$ cat src/hdl/lrupfr_pkg.sv
// Shared types and constants for the LRU page frame replacement unit.
package lrupfr_pkg;

   // Number of page frames and width of each frame's age counter.
   localparam int FRAMES = 4;
   localparam int AGE_WIDTH = 16;

   // Fixed field widths.
   localparam int PAGE_WIDTH = 16;
   localparam int OUT_IDX_WIDTH = 2;

   // Width of a frame index.
   localparam int IDX_WIDTH = (FRAMES > 1) ? $clog2(FRAMES) : 1;

   typedef logic [IDX_WIDTH-1:0] idx_type;
   typedef logic [AGE_WIDTH-1:0] age_type;
   typedef logic [PAGE_WIDTH-1:0] page_type;

   // Index of the last frame visited by the scan.
   localparam idx_type LAST_IDX = idx_type'(FRAMES - 1);

   // Saturation value of an age counter.
   localparam age_type AGE_MAX = {AGE_WIDTH{1'b1}};

   // Commands from the controller to the datapath.
   typedef struct packed {
      logic    load;     // capture the page and clear the scan results
      logic    scan;     // examine the frame at scan_idx
      idx_type scan_idx; // frame under examination
      logic    commit;   // update the frames and register the result
   } ctrl_type;

endpackage

$ cat src/hdl/lrupfr_datapath.sv
// Frame table, scan logic and result registers of the LRU replacement unit.
module lrupfr_datapath (
   input  logic                                     clock,
   input  logic                                     reset,
   input  lrupfr_pkg::ctrl_type                     ctrl,
   input  logic [lrupfr_pkg::PAGE_WIDTH-1:0]        req_page_number,
   output logic                                     rsp_loaded,
   output logic [lrupfr_pkg::OUT_IDX_WIDTH-1:0]     rsp_frame_index
);

   // Frame table: page numbers have no reset, ages reset to empty.
   lrupfr_pkg::page_type frame_page_ff [lrupfr_pkg::FRAMES];
   lrupfr_pkg::age_type  frame_age_ff  [lrupfr_pkg::FRAMES];

   // Page under lookup and the scan results gathered so far.
   lrupfr_pkg::page_type page_ff;
   logic                 hit_found_ff,   hit_found_in;
   logic                 empty_found_ff, empty_found_in;
   lrupfr_pkg::idx_type  hit_idx_ff,     hit_idx_in;
   lrupfr_pkg::idx_type  empty_idx_ff,   empty_idx_in;
   lrupfr_pkg::idx_type  oldest_idx_ff,  oldest_idx_in;
   lrupfr_pkg::age_type  oldest_ff,      oldest_in;

   // Result registers.
   logic                                 loaded_ff;
   logic [lrupfr_pkg::OUT_IDX_WIDTH-1:0] frame_index_ff;

   lrupfr_pkg::age_type  scan_age;
   lrupfr_pkg::page_type scan_page;
   logic                 scan_occupied;
   lrupfr_pkg::idx_type  victim;
   logic [lrupfr_pkg::IDX_WIDTH+lrupfr_pkg::OUT_IDX_WIDTH-1:0] victim_wide;

   // Read the frame selected by the scan counter.
   assign scan_age      = frame_age_ff[ctrl.scan_idx];
   assign scan_page     = frame_page_ff[ctrl.scan_idx];
   assign scan_occupied = (scan_age != '0);

   // Fold one frame into the hit, empty and oldest searches.
   always_comb begin
      hit_found_in   = hit_found_ff;
      hit_idx_in     = hit_idx_ff;
      empty_found_in = empty_found_ff;
      empty_idx_in   = empty_idx_ff;
      oldest_in      = oldest_ff;
      oldest_idx_in  = oldest_idx_ff;
      if (ctrl.load) begin
         hit_found_in   = 1'b0;
         empty_found_in = 1'b0;
         oldest_in      = '0;
         oldest_idx_in  = '0;
      end else if (ctrl.scan) begin
         if (!hit_found_ff && scan_occupied && (scan_page == page_ff)) begin
            hit_found_in = 1'b1;
            hit_idx_in   = ctrl.scan_idx;
         end
         if (!empty_found_ff && !scan_occupied) begin
            empty_found_in = 1'b1;
            empty_idx_in   = ctrl.scan_idx;
         end
         // Strict compare keeps the lowest index among equal ages.
         if (scan_occupied && (scan_age > oldest_ff)) begin
            oldest_in     = scan_age;
            oldest_idx_in = ctrl.scan_idx;
         end
      end
   end

   // A hit wins, then the first empty frame, then the oldest frame.
   always_comb begin
      if (hit_found_ff) begin
         victim = hit_idx_ff;
      end else if (empty_found_ff) begin
         victim = empty_idx_ff;
      end else begin
         victim = oldest_idx_ff;
      end
   end

   assign victim_wide = {{lrupfr_pkg::OUT_IDX_WIDTH{1'b0}}, victim};

   // Scan flags.
   always_ff @(posedge clock) begin
      if (reset) begin
         hit_found_ff   <= 1'b0;
         empty_found_ff <= 1'b0;
      end else begin
         hit_found_ff   <= hit_found_in;
         empty_found_ff <= empty_found_in;
      end
   end

   // Scan payload registers.
   always_ff @(posedge clock) begin
      hit_idx_ff    <= hit_idx_in;
      empty_idx_ff  <= empty_idx_in;
      oldest_ff     <= oldest_in;
      oldest_idx_ff <= oldest_idx_in;
      if (ctrl.load) begin
         page_ff <= req_page_number;
      end
   end

   // Age update: the chosen frame restarts at one, other occupied frames
   // age by one and saturate.
   always_ff @(posedge clock) begin
      if (reset) begin
         for (int f = 0; f < lrupfr_pkg::FRAMES; f++) begin
            frame_age_ff[f] <= '0;
         end
      end else if (ctrl.commit) begin
         for (int f = 0; f < lrupfr_pkg::FRAMES; f++) begin
            if (lrupfr_pkg::idx_type'(f) == victim) begin
               frame_age_ff[f] <= lrupfr_pkg::age_type'(1);
            end else if ((frame_age_ff[f] != '0) &&
                         (frame_age_ff[f] != lrupfr_pkg::AGE_MAX)) begin
               frame_age_ff[f] <= frame_age_ff[f] + lrupfr_pkg::age_type'(1);
            end
         end
      end
   end

   // Page load on a miss.
   always_ff @(posedge clock) begin
      if (ctrl.commit && !hit_found_ff) begin
         frame_page_ff[victim] <= page_ff;
      end
   end

   // Result registers, loaded with the frame update.
   always_ff @(posedge clock) begin
      if (ctrl.commit) begin
         loaded_ff      <= !hit_found_ff;
         frame_index_ff <= victim_wide[lrupfr_pkg::OUT_IDX_WIDTH-1:0];
      end
   end

   assign rsp_loaded      = loaded_ff;
   assign rsp_frame_index = frame_index_ff;

endmodule

$ cat src/hdl/lrupfr_controller.sv
// Sequencing state machine of the LRU replacement unit.
module lrupfr_controller (
   input  logic                 clock,
   input  logic                 reset,
   input  logic                 start,
   output logic                 busy,
   output logic                 rsp_valid,
   output lrupfr_pkg::ctrl_type ctrl
);

   typedef enum logic [2:0] {
      ST_IDLE   = 3'b001,
      ST_SCAN   = 3'b010,
      ST_UPDATE = 3'b100
   } state_type;

   state_type           state_ff, state_in;
   lrupfr_pkg::idx_type scan_idx_ff, scan_idx_in;
   logic                valid_ff;
   logic                accept;

   assign accept = start && (state_ff == ST_IDLE);

   // Next state and scan counter.
   always_comb begin
      state_in    = state_ff;
      scan_idx_in = scan_idx_ff;
      case (state_ff)
         ST_IDLE: begin
            if (start) begin
               state_in    = ST_SCAN;
               scan_idx_in = '0;
            end
         end
         ST_SCAN: begin
            if (scan_idx_ff == lrupfr_pkg::LAST_IDX) begin
               state_in = ST_UPDATE;
            end else begin
               scan_idx_in = scan_idx_ff + lrupfr_pkg::idx_type'(1);
            end
         end
         ST_UPDATE: begin
            state_in = ST_IDLE;
         end
         default: begin
            state_in = ST_IDLE;
         end
      endcase
   end

   always_ff @(posedge clock) begin
      if (reset) begin
         state_ff    <= ST_IDLE;
         scan_idx_ff <= '0;
         valid_ff    <= 1'b0;
      end else begin
         state_ff    <= state_in;
         scan_idx_ff <= scan_idx_in;
         valid_ff    <= (state_ff == ST_UPDATE);
      end
   end

   // Commands to the datapath.
   always_comb begin
      ctrl.load     = accept;
      ctrl.scan     = (state_ff == ST_SCAN);
      ctrl.scan_idx = scan_idx_ff;
      ctrl.commit   = (state_ff == ST_UPDATE);
   end

   assign busy      = (state_ff != ST_IDLE);
   assign rsp_valid = valid_ff;

endmodule

$ cat src/hdl/lru_page_frame_replacement_unit.sv
// Top level of the LRU page frame replacement unit.
//
// Channel    Ports                                   Transfer when
// request    start, busy, req_page_number            start && !busy at a clock edge
// response   rsp_valid, rsp_loaded, rsp_frame_index  rsp_valid high for one cycle
//
// Each reference goes through these steps in order: the page is captured when the
// request is accepted, the scan visits every frame over the single frame-table read
// port, and the ages are updated; the result strobes in the cycle after the update.
// A new reference is accepted while the previous result is on the outputs.
// Synchronous reset empties all frames; no clearing pass is needed.
// The receiver cannot stall the response.
module lru_page_frame_replacement_unit (
   input  logic                                 clock,
   input  logic                                 reset,
   input  logic                                 start,
   output logic                                 busy,
   input  logic [lrupfr_pkg::PAGE_WIDTH-1:0]    req_page_number,
   output logic                                 rsp_valid,
   output logic                                 rsp_loaded,
   output logic [lrupfr_pkg::OUT_IDX_WIDTH-1:0] rsp_frame_index
);

   lrupfr_pkg::ctrl_type ctrl;

   // Sequencer.
   lrupfr_controller u_controller (
      .clock     (clock),
      .reset     (reset),
      .start     (start),
      .busy      (busy),
      .rsp_valid (rsp_valid),
      .ctrl      (ctrl)
   );

   // Frame table and scan logic.
   lrupfr_datapath u_datapath (
      .clock           (clock),
      .reset           (reset),
      .ctrl            (ctrl),
      .req_page_number (req_page_number),
      .rsp_loaded      (rsp_loaded),
      .rsp_frame_index (rsp_frame_index)
   );

endmodule

$ cat config.mk
export PLATFORM = sky130hd
export DESIGN_NAME = lru_page_frame_replacement_unit
export DESIGN_NICKNAME = d
export VERILOG_FILES = /design/src/hdl/lrupfr_pkg.sv /design/src/hdl/lrupfr_datapath.sv /design/src/hdl/lrupfr_controller.sv /design/src/hdl/lru_page_frame_replacement_unit.sv
export SDC_FILE = /design/constraint.sdc
export NUM_CORES = 1
export LEC_CHECK = 0
export ABC_AREA = 1
export BUFFER_PORTS_ARGS = -buffer_cell sky130_fd_sc_hd__buf_2
export CAP_MARGIN = 10
export CORE_ASPECT_RATIO = 0.6
export CORE_MARGIN = 3
export CORE_UTILIZATION = 63
export DETAILED_ROUTE_END_ITERATION = 7
export GPL_ROUTABILITY_DRIVEN = 0
export GPL_TIMING_DRIVEN = 0
export PLACE_DENSITY_LB_ADDON = 0.2
export SLEW_MARGIN = 20
export SYNTH_ARGS = -nofsm -noshare
export SYNTH_HDL_FRONTEND = slang
export SYNTH_SLANG_ARGS = --single-unit
$ cat constraint.sdc
create_clock -name clock -period 2.8 [get_ports clock]
set_input_delay 0.42 -clock clock [delete_from_list [all_inputs] [get_ports clock]]
set_output_delay 0.42 -clock clock [all_outputs]
set_load 0.02 [all_outputs]
### Word-level counts from Yosys, hierarchy flattened

Memories as Yosys holds them, arrays and structs flattened. A register that Yosys moved wholly into a read port is not among the register bits.
Index checks and enable logic that the tools add are counted.
Widths: inputs -> output; s select.

* flip-flop bits (word level): 49
* RAM bits: 128
* input bits: 19
* output and inout port bits: 5
* word-level logic and storage cells: 133
* memories: 2

* add/subtract/negate cells: 5
* order comparisons: 1
* equality and inequality tests: 16
* muxes and demuxes: 60
* bitwise logic cells: 9
* reductions and logical operators: 28

Memories
* u_datapath.frame_age_ff: depth 4, bits a word 16, rd ports 5, clocked after memory_dff 1, wr ports 4, line lrupfr_datapath.sv:13 `lrupfr_pkg::age_type frame_age_ff [lrupfr_pkg::FRAMES];`
* u_datapath.frame_page_ff: depth 4, bits a word 16, rd ports 1, clocked after memory_dff 1, wr ports 1, line lrupfr_datapath.sv:12 `lrupfr_pkg::page_type frame_page_ff [lrupfr_pkg::FRAMES];`

Operators with widths (number)
* $mux 16: 8
* $reduce_bool 16->1: 5
* $add 16x1->16 const B: 4
* $ne 16x16->1 const B: 4
* $mux 1: 40
* $eq 16x16->1: 1
* $gt 16x16->1: 1
* $mux 2: 8
* $logic_and 1x1->1: 10
* $reduce_and 3->1: 3
* $or 1x1->1: 8
* $reduce_and 2->1: 4
* $mux 3: 2
* $pmux 3 s2: 1
* $eq 2x2->1 const A: 2
* $ne 2x2->1 const B: 2
* $pmux 2 s2: 1
* $eq 3x1->1 const B: 1
* $eq 3x2->1 const B: 1
* $eq 3x3->1 const B: 1
* $logic_not 1->1: 3
* $ne 3x1->1 const B: 1
* $add 2x1->2 const B: 1
* $eq 1x2->1 const A: 1
* other kinds (6): 6

### Logic depth before layout (Yosys ltp)

Gate-level depths: netlist of the first run.

* depth after elaboration: 9
* gate-level depth with buffers: 18
* gate-level depth less buffers: 16

### Modules after synthesis

From an unflattened synthesis of the first run, not the netlist that was laid out.

* cell total of the unflattened synthesis: 1071
* area total of the unflattened synthesis: 9364.0 um^2

By module, submodules not included
* lrupfr_datapath: instances 1, cells an instance 1036, area each 9088.7 um^2, seq. area each 4934.7 um^2
* lrupfr_controller: instances 1, cells an instance 35, area each 275.3 um^2, seq. area each 120.1 um^2

### Worst setup path before layout of the first run

No wires, ideal clock.

* path type: flip-flop to flip-flop
* start: memory u_datapath.frame_age_ff[2][0] (netlist name)
* end: memory u_datapath.frame_age_ff[2][0] (netlist name) (enable)
* library setup time: 0.416 ns
* arrival time: 1.977 ns
* data required time: 2.384 ns
* path slack: 0.407 ns
* cell stages (with the launch flop): 10
* buffers on the path: 1
* period minus slack after synthesis: 2.393 ns
* cell sequence: edfxtp_1 -> ha_1 -> nand2_1 -> nor3_4 -> nand4_1 -> nor2_1 -> nand3_1 -> nand2_2 -> buf_4 -> nand3_1

RTL lines (line)
* start, declared: lrupfr_datapath.sv:13

==> results of run 1 <==
-- where the power goes --
| group | internal [mW] | total, mW | switching, mW |
|---|---|---|---|
| Combinational | 0.164 | 0.484 | 0.320 |
| Sequential | 2.97 | 3.07 | 0.0950 |
| Clock | 1.25 | 2.53 | 1.28 |
| Total | 4.39 | 6.08 | 1.70 |
-- worst reg2reg max path: cells and delay by family, from the launching register on --
family	cells	cell delay, ps
flip-flops	1	440
buffers and inverters	3	580
AND/OR/NAND/NOR	11	1290
adder cells (fa/ha/maj)	1	310
-- path summary, 6_finish.rpt --
check	start	end	slack, ps	depth (start not counted)
max	flip-flop	u_datapath.oldest_ff[11]$_SDFFE_PP0P_	90	15
min	req_page_number[5]	u_datapath.page_ff[5]$_DFFE_PP_	140	1
max reg2reg	flip-flop	u_datapath.oldest_ff[11]$_SDFFE_PP0P_	90	15
min reg2reg	u_datapath.oldest_ff[12]$_SDFFE_PP0P_	u_datapath.oldest_ff[12]$_SDFFE_PP0P_	520	4
-- layer usage --
metal / vias to the layer above / wire length (µm)
met3: 27 / 3320
li1: 3695 / -
met4: 0 / 218
met2: 440 / 9240
met5: - / 0
met1: 3613 / 11000
-- flip-flops by register name (all words and copies together), names as in the netlist, named ones only --
| name | count |
|---|---|
| u_datapath.oldest_ff | 16 |
| u_datapath.oldest_idx_ff | 2 |
| u_datapath.rsp_frame_index | 2 |
| u_datapath.hit_found_ff | 1 |
| u_controller.state_ff | 3 |
| u_datapath.page_ff | 16 |
| u_datapath.rsp_loaded | 1 |
| u_datapath.frame_page_ff | 64 |
| u_datapath.empty_idx_ff | 2 |
| u_controller.scan_idx_ff | 2 |
| u_datapath.hit_idx_ff | 2 |
| u_datapath.empty_found_ff | 1 |
| u_controller.rsp_valid | 1 |
| u_datapath.frame_age_ff | 64 |
-- kinds of logic (layout without fill, tap and decap cells) --
kind of cell | count (synthesis) | after routing | synth area share
compound gates | 51 | 51 | 0.0287
buf+inv | 147 | 210 | 0.0706
fa+ha+maj | 25 | 25 | 0.0329
simple gates | 649 | 649 | 0.299
xor+xnor | 36 | 36 | 0.0331
flops | 179 | 179 | 0.535
-- repair_timing --
item,4_1_cts,5_1_grt
resized for setup,2,10
hold buffers,0,0
pin swaps,0,1
setup endpoints to repair,48,50
setup buffers,2,2
-- area by class of cell --
class | count | area [µm²]
Sequential cell | 179 | 5090
Fill cell | 1089 | 3970
Tap cell | 198 | 248
Buffer | 30 | 243
Clock inverter | 15 | 216
Clock buffer | 17 | 425
Inverter | 117 | 439
Multi-Input combinational cell | 761 | 3800
Timing Repair Buffer | 31 | 190
-- cells in the final DEF (no fill, tap or decap), types with 2 or more instances in the layout --
master | netlist | routed
o21ai_0 | 15 | 15
xor2_1 | 29 | 29
or2_2 | 4 | 4
a21oi_1 | 29 | 29
buf_4 | 11 | 14
xnor2_1 | 7 | 7
nor3_2 | 2 | 3
inv_6 | 0 | 3
clkbuf_1 | 3 | 3
clkbuf_16 | 0 | 17
nor3_1 | 25 | 24
o21bai_1 | 2 | 2
buf_6 | 7 | 11
nand4_1 | 24 | 24
nand3_4 | 1 | 3
clkinv_8 | 0 | 7
dfxtp_1 | 28 | 28
nand3_1 | 96 | 94
nand2_1 | 319 | 317
inv_12 | 0 | 4
inv_2 | 5 | 5
o21a_1 | 2 | 2
nor3b_1 | 4 | 4
nor2_2 | 6 | 11
nand2_2 | 2 | 4
nor4_1 | 11 | 11
nand3b_1 | 13 | 13
inv_1 | 112 | 112
ha_1 | 25 | 25
nor2_1 | 134 | 129
buf_2 | 8 | 30
edfxtp_1 | 151 | 151
==> flow_summary.json, run 1 <==
{
  "synth-main-ff-cell": "edfxtp_1",
  "cts_htree_levels": 4,
  "dp_cells": 1312,
  "synthArstFlopShare": 0,
  "fin_ws_ps": 85.9,
  "route.detailed.drc": 0,
  "detail_route.vias_per_cell": 5.77,
  "grt_use_met3": 0.0756,
  "final.setup.tns_ps": 0,
  "hold_viol_final": 0,
  "grtUsageMet2": 0.393,
  "design_area_um2": 10700,
  "top_usage_layer": "met1",
  "required_ps": 3170,
  "drt_iter0_drc": 1305,
  "cts-buffers-inserted": 17,
  "ios": 24,
  "dieArea_um2": 16700,
  "core_um2": 14600,
  "timing.fmax_mhz": 368,
  "synth_edf_count": 151,
  "cts.sinks": 179,
  "synthCells": 1087,
  "grt_max_degree": 23,
  "synth_most_common_cell": "nand2_1",
  "fin_skew_ps": 15.5,
  "fin_nets": 1181,
  "cts.clk_slew.worst_paths_ps": 90,
  "port_buffers": 23,
  "synth_seq_cells": 179,
  "postSynthAreaPerCell_um2": 8.75,
  "crit_slowest_cell": "dfxtp_1",
  "hpwl_mm": 17.1,
  "holdWs_ps": 143,
  "vdd_drop_max_mv": 0.449,
  "grt_pass1_vias": 7102,
  "yosysSeqAreaShare": 0.535,
  "slowest_delay_ps": 440,
  "area_growth_pct": 12.0,
  "cts.path.max_buffers": 2,
  "leakagePower_nw": 4.50,
  "met1_usage": 0.490,
  "place_area_um2": 9940,
  "drive_gt1_frac": 0.110,
  "fin_cells": 1348,
  "crit_buf_inv": 3,
  "ant_nets": 0,
  "fp.dieW_um": 165,
  "start_util": 0.650,
  "synth_cell_types": 40,
  "root_buffer": "clkbuf_16",
  "period_share": 0.969,
  "ys_top_cells_by_area": "edfxtp_1, nand2_1, dfxtp_1",
  "status": "completed",
  "cap_violations": 0,
  "final_core_util": 0.728,
  "synth_common_cells": "nand2_1, edfxtp_1, nor2_1, inv_1, nand3_1",
  "diodes": 0,
  "cp-start-kind": "flip-flop",
  "synth_top_cell_area_share": 0.477,
  "min_path_type": "input pin to flip-flop",
  "num_vias": 7775,
  "synth_area_leader_cell": "edfxtp_1",
  "fin_crit_ps": 2710,
  "ys_warn_count": 0,
  "grt-ovfl-total": 0,
  "wl_mm": 23.7,
  "worst_pin_slew_ps": 781,
  "detail_route.wl_per_cell_um": 17.6,
  "die-height_um": 101,
  "syn_area_um2": 9520,
  "grt_usage": 0.298,
  "p_per_area_nw_per_um2": 571,
  "clock_latency_ps": 440,
  "dp_slack_ps": -233,
  "synthesis.nets": 1131,
  "crit_top_cell": "nand2_1",
  "rows": 34,
  "cp-end-kind": "flip-flop",
  "finalSetupViolCount": 0,
  "cp_max_fo": 10,
  "grt_pass1_wl_mm": 37.9,
  "critPathTopFamily": "simple AND/OR/NAND/NOR gates",
  "finalMaxSlewViolations": 0,
  "total_power_mw": 6.08,
  "max-slew-margin-rel": 0.476,
  "antenna_found_initial": 0,
  "firstDrtPassIters": 6,
  "cts_tree": "yes",
  "arrival_ps": 3080,
  "critPathKind": "flip-flop to flip-flop",
  "cp_cell_sequence": "buf_2 > nand3_1 > nand2_2 > inv_1 > ha_1 > nand4_1 > nand2b_4 > nor2_2 > nand2_1 > nand3_1 > nand3_4 > buf_6 > nand2_1 > nand2_1 > nor2_1"
}
Note: power is estimated with default switching activity, not from simulation.
==> run 2, diff against run 1 <==
CORE_UTILIZATION = 57   (was 63)
RECOVER_POWER = 100   (was not set)
clock period = 2.4 ns   (was 2.8 ns; I/O delays follow)
==> flow_summary.json, run 2 (synthesized netlist as in run 1, its figures left out) <==
{
  "status": "complete, but fails checks",
  "violations": "negative setup slack",
  "top_usage_layer": "met1",
  "grt_max_degree": 17,
  "cp-end-kind": "flip-flop",
  "route.detailed.drc": 0,
  "holdWs_ps": 93.7,
  "final.setup.tns_ps": -1690,
  "rows": 35,
  "finalMaxSlewViolations": 0,
  "cts-buffers-inserted": 17,
  "drive_gt1_frac": 0.203,
  "hpwl_mm": 17.4,
  "reg.largest.list": "u_datapath.frame_age_ff (64), u_datapath.frame_page_ff (64)",
  "clock_latency_ps": 440,
  "hold_viol_final": 0,
  "arrival_ps": 2920,
  "detail_route.vias_per_cell": 5.82,
  "drt_iter0_drc": 1166,
  "cts_hold_buffers": 0,
  "crit_top_cell": "nand2_1",
  "grt_use_met3": 0.0707,
  "diodes": 0,
  "port_buffers": 23,
  "fin_nets": 1210,
  "num_vias": 8151,
  "leakagePower_nw": 4.78,
  "grt-ovfl-total": 0,
  "layout_commonest_cell": "nand2_1",
  "fin_ws_ps": -145,
  "period_share": 1.06,
  "grt_usage": 0.279,
  "required_ps": 2780,
  "fin_crit_ps": 2540,
  "total_power_mw": 7.15,
  "ios": 24,
  "rsz0062_at_grt": "yes",
  "dieArea_um2": 18300,
  "finalSetupViolCount": 18,
  "grt_pass1_wl_mm": 39.7,
  "vdd_drop_max_mv": 0.490,
  "met1_usage": 0.453,
  "cts.sinks": 179,
  "cap_violations": 0,
  "cp-start-kind": "flip-flop",
  "fin_skew_ps": 10.1,
  "area_growth_pct": 21.6,
  "timing.fmax_mhz": 393,
  "core_um2": 15900,
  "worst_pin_slew_ps": 720,
  "root_buffer": "clkbuf_16",
  "p_per_area_nw_per_um2": 618,
  "cts_htree_levels": 4,
  "die-height_um": 106,
  "cp_cell_sequence": "buf_12 > buf_8 > nand2_1 > nand3_1 > nand2_2 > inv_2 > ha_4 > nand2_4 > nor2_4 > nand2b_4 > nor2_4 > nand2_2 > nand3_4 > nand3_4 > buf_6 > nand2_1 > nand2_1 > nor2_1",
  "antenna_found_initial": 0,
  "final_core_util": 0.730,
  "wl_mm": 26.5,
  "firstDrtPassIters": 6,
  "final_cell_mix": "nand2_1, edfxtp_1, nor2_1, inv_1, nand3_1",
  "cts.path.max_buffers": 2,
  "critPathKind": "flip-flop to flip-flop",
  "crit_slowest_cell": "dfxtp_4",
  "start_util": 0.600,
  "grt_pass1_vias": 7252,
  "min_path_type": "input pin to flip-flop",
  "ant_nets": 0,
  "grtUsageMet2": 0.363,
  "slowest_delay_ps": 390,
  "cts_tree": "yes",
  "detail_route.wl_per_cell_um": 18.9,
  "fp.dieW_um": 173,
  "cts.clk_slew.worst_paths_ps": 70,
  "cp_max_fo": 6,
  "max-slew-margin-rel": 0.519
}
## run 2: cell count changes in the layout (fill, tap and decap cells not counted), sizes merged
cell      change
buf          +17
bufinv        +2
clkbuf        +9
clkinvlp      +1
inv           -3
nand3         +3
## run 2: what timing repair did
item                       in CTS  in global routing
gates resized for setup        63                102
setup buffers                  11                 13
cloned                          5                  4
pin swaps                      13                 32
setup endpoints to repair      66                 92
## run 2: path summary, 6_finish.rpt
check                                      startpoint                                       end  slack [ps]  cells after the start
max                                         flip-flop      u_datapath.oldest_ff[2]$_SDFFE_PP0P_        -140                     18
min                               req_page_number[11]          u_datapath.page_ff[11]$_DFFE_PP_          90                      1
max reg2reg                                 flip-flop      u_datapath.oldest_ff[2]$_SDFFE_PP0P_        -140                     18
min reg2reg  u_datapath.oldest_idx_ff[1]$_SDFFE_PP0P_  u_datapath.oldest_idx_ff[1]$_SDFFE_PP0P_         530                      4
## run 2: metrics by stage
step | cell area [µm²] | worst slack (ps) | cells
6_report | 11600 | -145 | 1401
3_3_place_gp | 9910 | -1040 | 1332
2_1_floorplan | 9520 | 6.91 | 1087
3_5_place_dp | 9980 | -609 | 1337
4_1_cts | 11000 | 1.97 | 1384
5_1_grt | 11600 | -224 | 1401
## run 2: worst max-delay path, delay by kind of cell, from the launching register on
kind                       cells  cell delay, ps
adders and majority gates      1             270
DFF                            1             390
buffers and inverters          4             530
and+or+nand+nor               13            1300
## run 2: report_power, final
part           internal (mW)  switching (mW)  total, mW  leakage (nW)
logic                  0.295           0.475      0.770          2.82
registers               3.47           0.116       3.58          1.68
clock network           1.54            1.25       2.79         0.284
## run 2: layer usage
| layer | up-vias | wire length, µm |
|---|---|---|
| met5 | - | 0 |
| met4 | 0 | 372 |
| met3 | 35 | 3450 |
| met2 | 514 | 10600 |
| met1 | 3847 | 12000 |
| li1 | 3755 | - |
## run 2: area by class of cell
type	instances	area, µm²
plain buffers	29	299
clock buffers	17	425
clock inverters	15	151
fillers	1095	4280
inverters	117	452
multi-input cells	764	4380
flip-flops and latches	179	5100
well taps	222	278
repair buffers	58	485
==> run 3, diff against run 2 <==
ABC_AREA = not set   (was 1)
CORE_UTILIZATION = 56   (was 57)
==> flow_summary.json, run 3 <==
{
  "hpwl_mm": 14.7,
  "grtUsageMet2": 0.374,
  "top_usage_layer": "met1",
  "synth_mux_area_frac": 0.0811,
  "synth_seq_cells": 179,
  "cts_tree": "yes",
  "synth_fa_ha_area_frac": 0.0357,
  "synth_edf_count": 151,
  "fin_ws_ps": -558,
  "syn_area_um2": 8760,
  "diodes": 0,
  "fp.dieW_um": 167,
  "ys_top_cells_by_area": "edfxtp_1, dfxtp_1, mux4_2",
  "crit_slowest_cell": "mux4_2",
  "synth-xor-area-share": 0.0750,
  "fin_cells": 1018,
  "slowest_delay_ps": 620,
  "p_per_area_nw_per_um2": 624,
  "ant_nets": 0,
  "area_growth_pct": 22.8,
  "drive_gt1_frac": 0.262,
  "port_buffers": 23,
  "synth-simple-area-share": 0.137,
  "route.detailed.drc": 0,
  "grt-ovfl-total": 0,
  "root_buffer": "clkbuf_16",
  "seq_area_um2": 5100,
  "cts.sinks": 179,
  "firstDrtPassIters": 7,
  "max-slew-margin-rel": 0.487,
  "grt_max_degree": 26,
  "place_area_um2": 9310,
  "cp_max_fo": 8,
  "start_util": 0.588,
  "met1_usage": 0.397,
  "yosysSeqAreaShare": 0.582,
  "cts_hold_buffers": 0,
  "period_share": 1.23,
  "die-height_um": 103,
  "timing.fmax_mhz": 338,
  "rsz0062_at_grt": "yes",
  "hold_viol_final": 0,
  "worst_pin_slew_ps": 769,
  "vdd_drop_max_mv": 0.361,
  "final_cell_mix": "edfxtp_1, nor2_1, buf_4, nand3_1, xor2_1",
  "dp_cells": 936,
  "required_ps": 2730,
  "fin_nets": 851,
  "violations": "negative setup slack",
  "finalMaxSlewViolations": 0,
  "postSynthAreaPerCell_um2": 12.4,
  "status": "complete, but fails checks",
  "synth_area_leader_cell": "edfxtp_1",
  "cts_htree_levels": 4,
  "grt_usage": 0.260,
  "critPathTopFamily": "simple AND/OR/NAND/NOR gates",
  "synth_most_common_cell": "edfxtp_1",
  "synthCells": 705,
  "num_vias": 6365,
  "fin_crit_ps": 2960,
  "reg.largest.list": "u_datapath.frame_age_ff (64), u_datapath.frame_page_ff (64)",
  "crit_buf_inv": 2,
  "synth_compound_area_frac": 0.0557,
  "synthesis.nets": 749,
  "detail_route.wl_per_cell_um": 22.1,
  "drt_iter0_drc": 826,
  "dieArea_um2": 17200,
  "core_um2": 14900,
  "design_area_um2": 10800,
  "cp_cell_sequence": "mux4_2 > ha_4 > nand4_1 > or4_1 > nand3_1 > inv_2 > and2_4 > buf_12 > o31ai_4",
  "cp-start-kind": "flip-flop",
  "ios": 24,
  "antenna_found_initial": 1,
  "grt_use_met3": 0.0732,
  "grt_pass1_wl_mm": 33.9,
  "cap_violations": 0,
  "critPathKind": "flip-flop to flip-flop",
  "synth_top_cell_area_share": 0.518,
  "synth_common_cells": "edfxtp_1, nor2_1, nand3_1, xor2_1, nand2_1",
  "multi_input_area_um2": 3780,
  "synth_top_family_by_area": "simple AND/OR/NAND/NOR gates",
  "finalSetupViolCount": 168,
  "rows": 34,
  "cts.clk_slew.worst_paths_ps": 80,
  "layout_commonest_cell": "edfxtp_1",
  "final_core_util": 0.723,
  "cts.path.max_buffers": 2,
  "detail_route.vias_per_cell": 6.25,
  "grt_pass1_vias": 6102,
  "leakagePower_nw": 3.70,
  "min_path_type": "input pin to flip-flop",
  "clock_latency_ps": 430,
  "fin_skew_ps": 12.4,
  "synth-main-ff-cell": "edfxtp_1",
  "wl_mm": 22.5,
  "arrival_ps": 3290,
  "n_fill_cell": 970,
  "cp-end-kind": "flip-flop",
  "synth_cell_types": 47,
  "ys_warn_count": 0,
  "synthArstFlopShare": 0,
  "cts-buffers-inserted": 17
}
[run 3: cell type report]
class,count,share of cell area
Timing Repair Buffer,88,0.0650
Tap cell,198,0.0230
Buffer,17,0.0181
Clock buffer,17,0.0395
Clock inverter,15,0.0149
Inverter,39,0.0138
Sequential cell,179,0.474
Multi-Input combinational cell,465,0.352
[run 3: path summary, 6_finish.rpt]
check                                                    start                                  endpoint  slack [ps]  depth (start not counted)
setup / recovery  u_datapath.frame_age_ff[3][10]$_SDFFCE_PN0P_      u_datapath.oldest_ff[3]$_SDFFE_PP0P_        -560                          9
hold / removal                             req_page_number[15]          u_datapath.page_ff[15]$_DFFE_PP_         100                          1
setup reg to reg  u_datapath.frame_age_ff[3][10]$_SDFFCE_PN0P_      u_datapath.oldest_ff[3]$_SDFFE_PP0P_        -560                          9
hold reg to reg       u_datapath.oldest_idx_ff[1]$_SDFFE_PP0P_  u_datapath.oldest_idx_ff[1]$_SDFFE_PP0P_         480                          2
[run 3: cell families after synthesis]
family | Yosys count
compound gates | 68
xor+xnor | 75
fa+ha+maj | 25
buf+inv | 61
flops | 179
mux | 46
simple gates | 251
[run 3: metal layers]
layer	part of all wire	up-vias
li1	-	2822
met1	0.43	3109
met2	0.43	381
met3	0.13	51
met4	0.015	2
met5	0.00089	-
[run 3: power by group]
group / total, mW / internal (mW) / switching, mW
Sequential: 3.54 / 3.44 / 0.105
Combinational: 0.428 / 0.188 / 0.240
Clock: 2.74 / 1.40 / 1.34
[run 3: stage by stage]
stage          hold slack, ps  setup WS, ps  total power [mW]  TNS, ps
6_report                 95.3          -558              6.71   -33190
5_1_grt                  83.3          -595              6.90   -44120
4_1_cts                  91.3          -524              6.69    -8870
3_3_place_gp              445          -659              3.90   -79770
2_1_floorplan             428          -396              3.80    -6290
3_5_place_dp              450          -723              3.93   -65090
[run 3: what timing repair did]
action                     4_1_cts  5_1_grt
setup buffers                   43       10
hold endpoints to repair         0        0
gates cloned                     2        0
resized for setup               65       38
setup endpoints to repair      171      107
pin swaps                       24       11
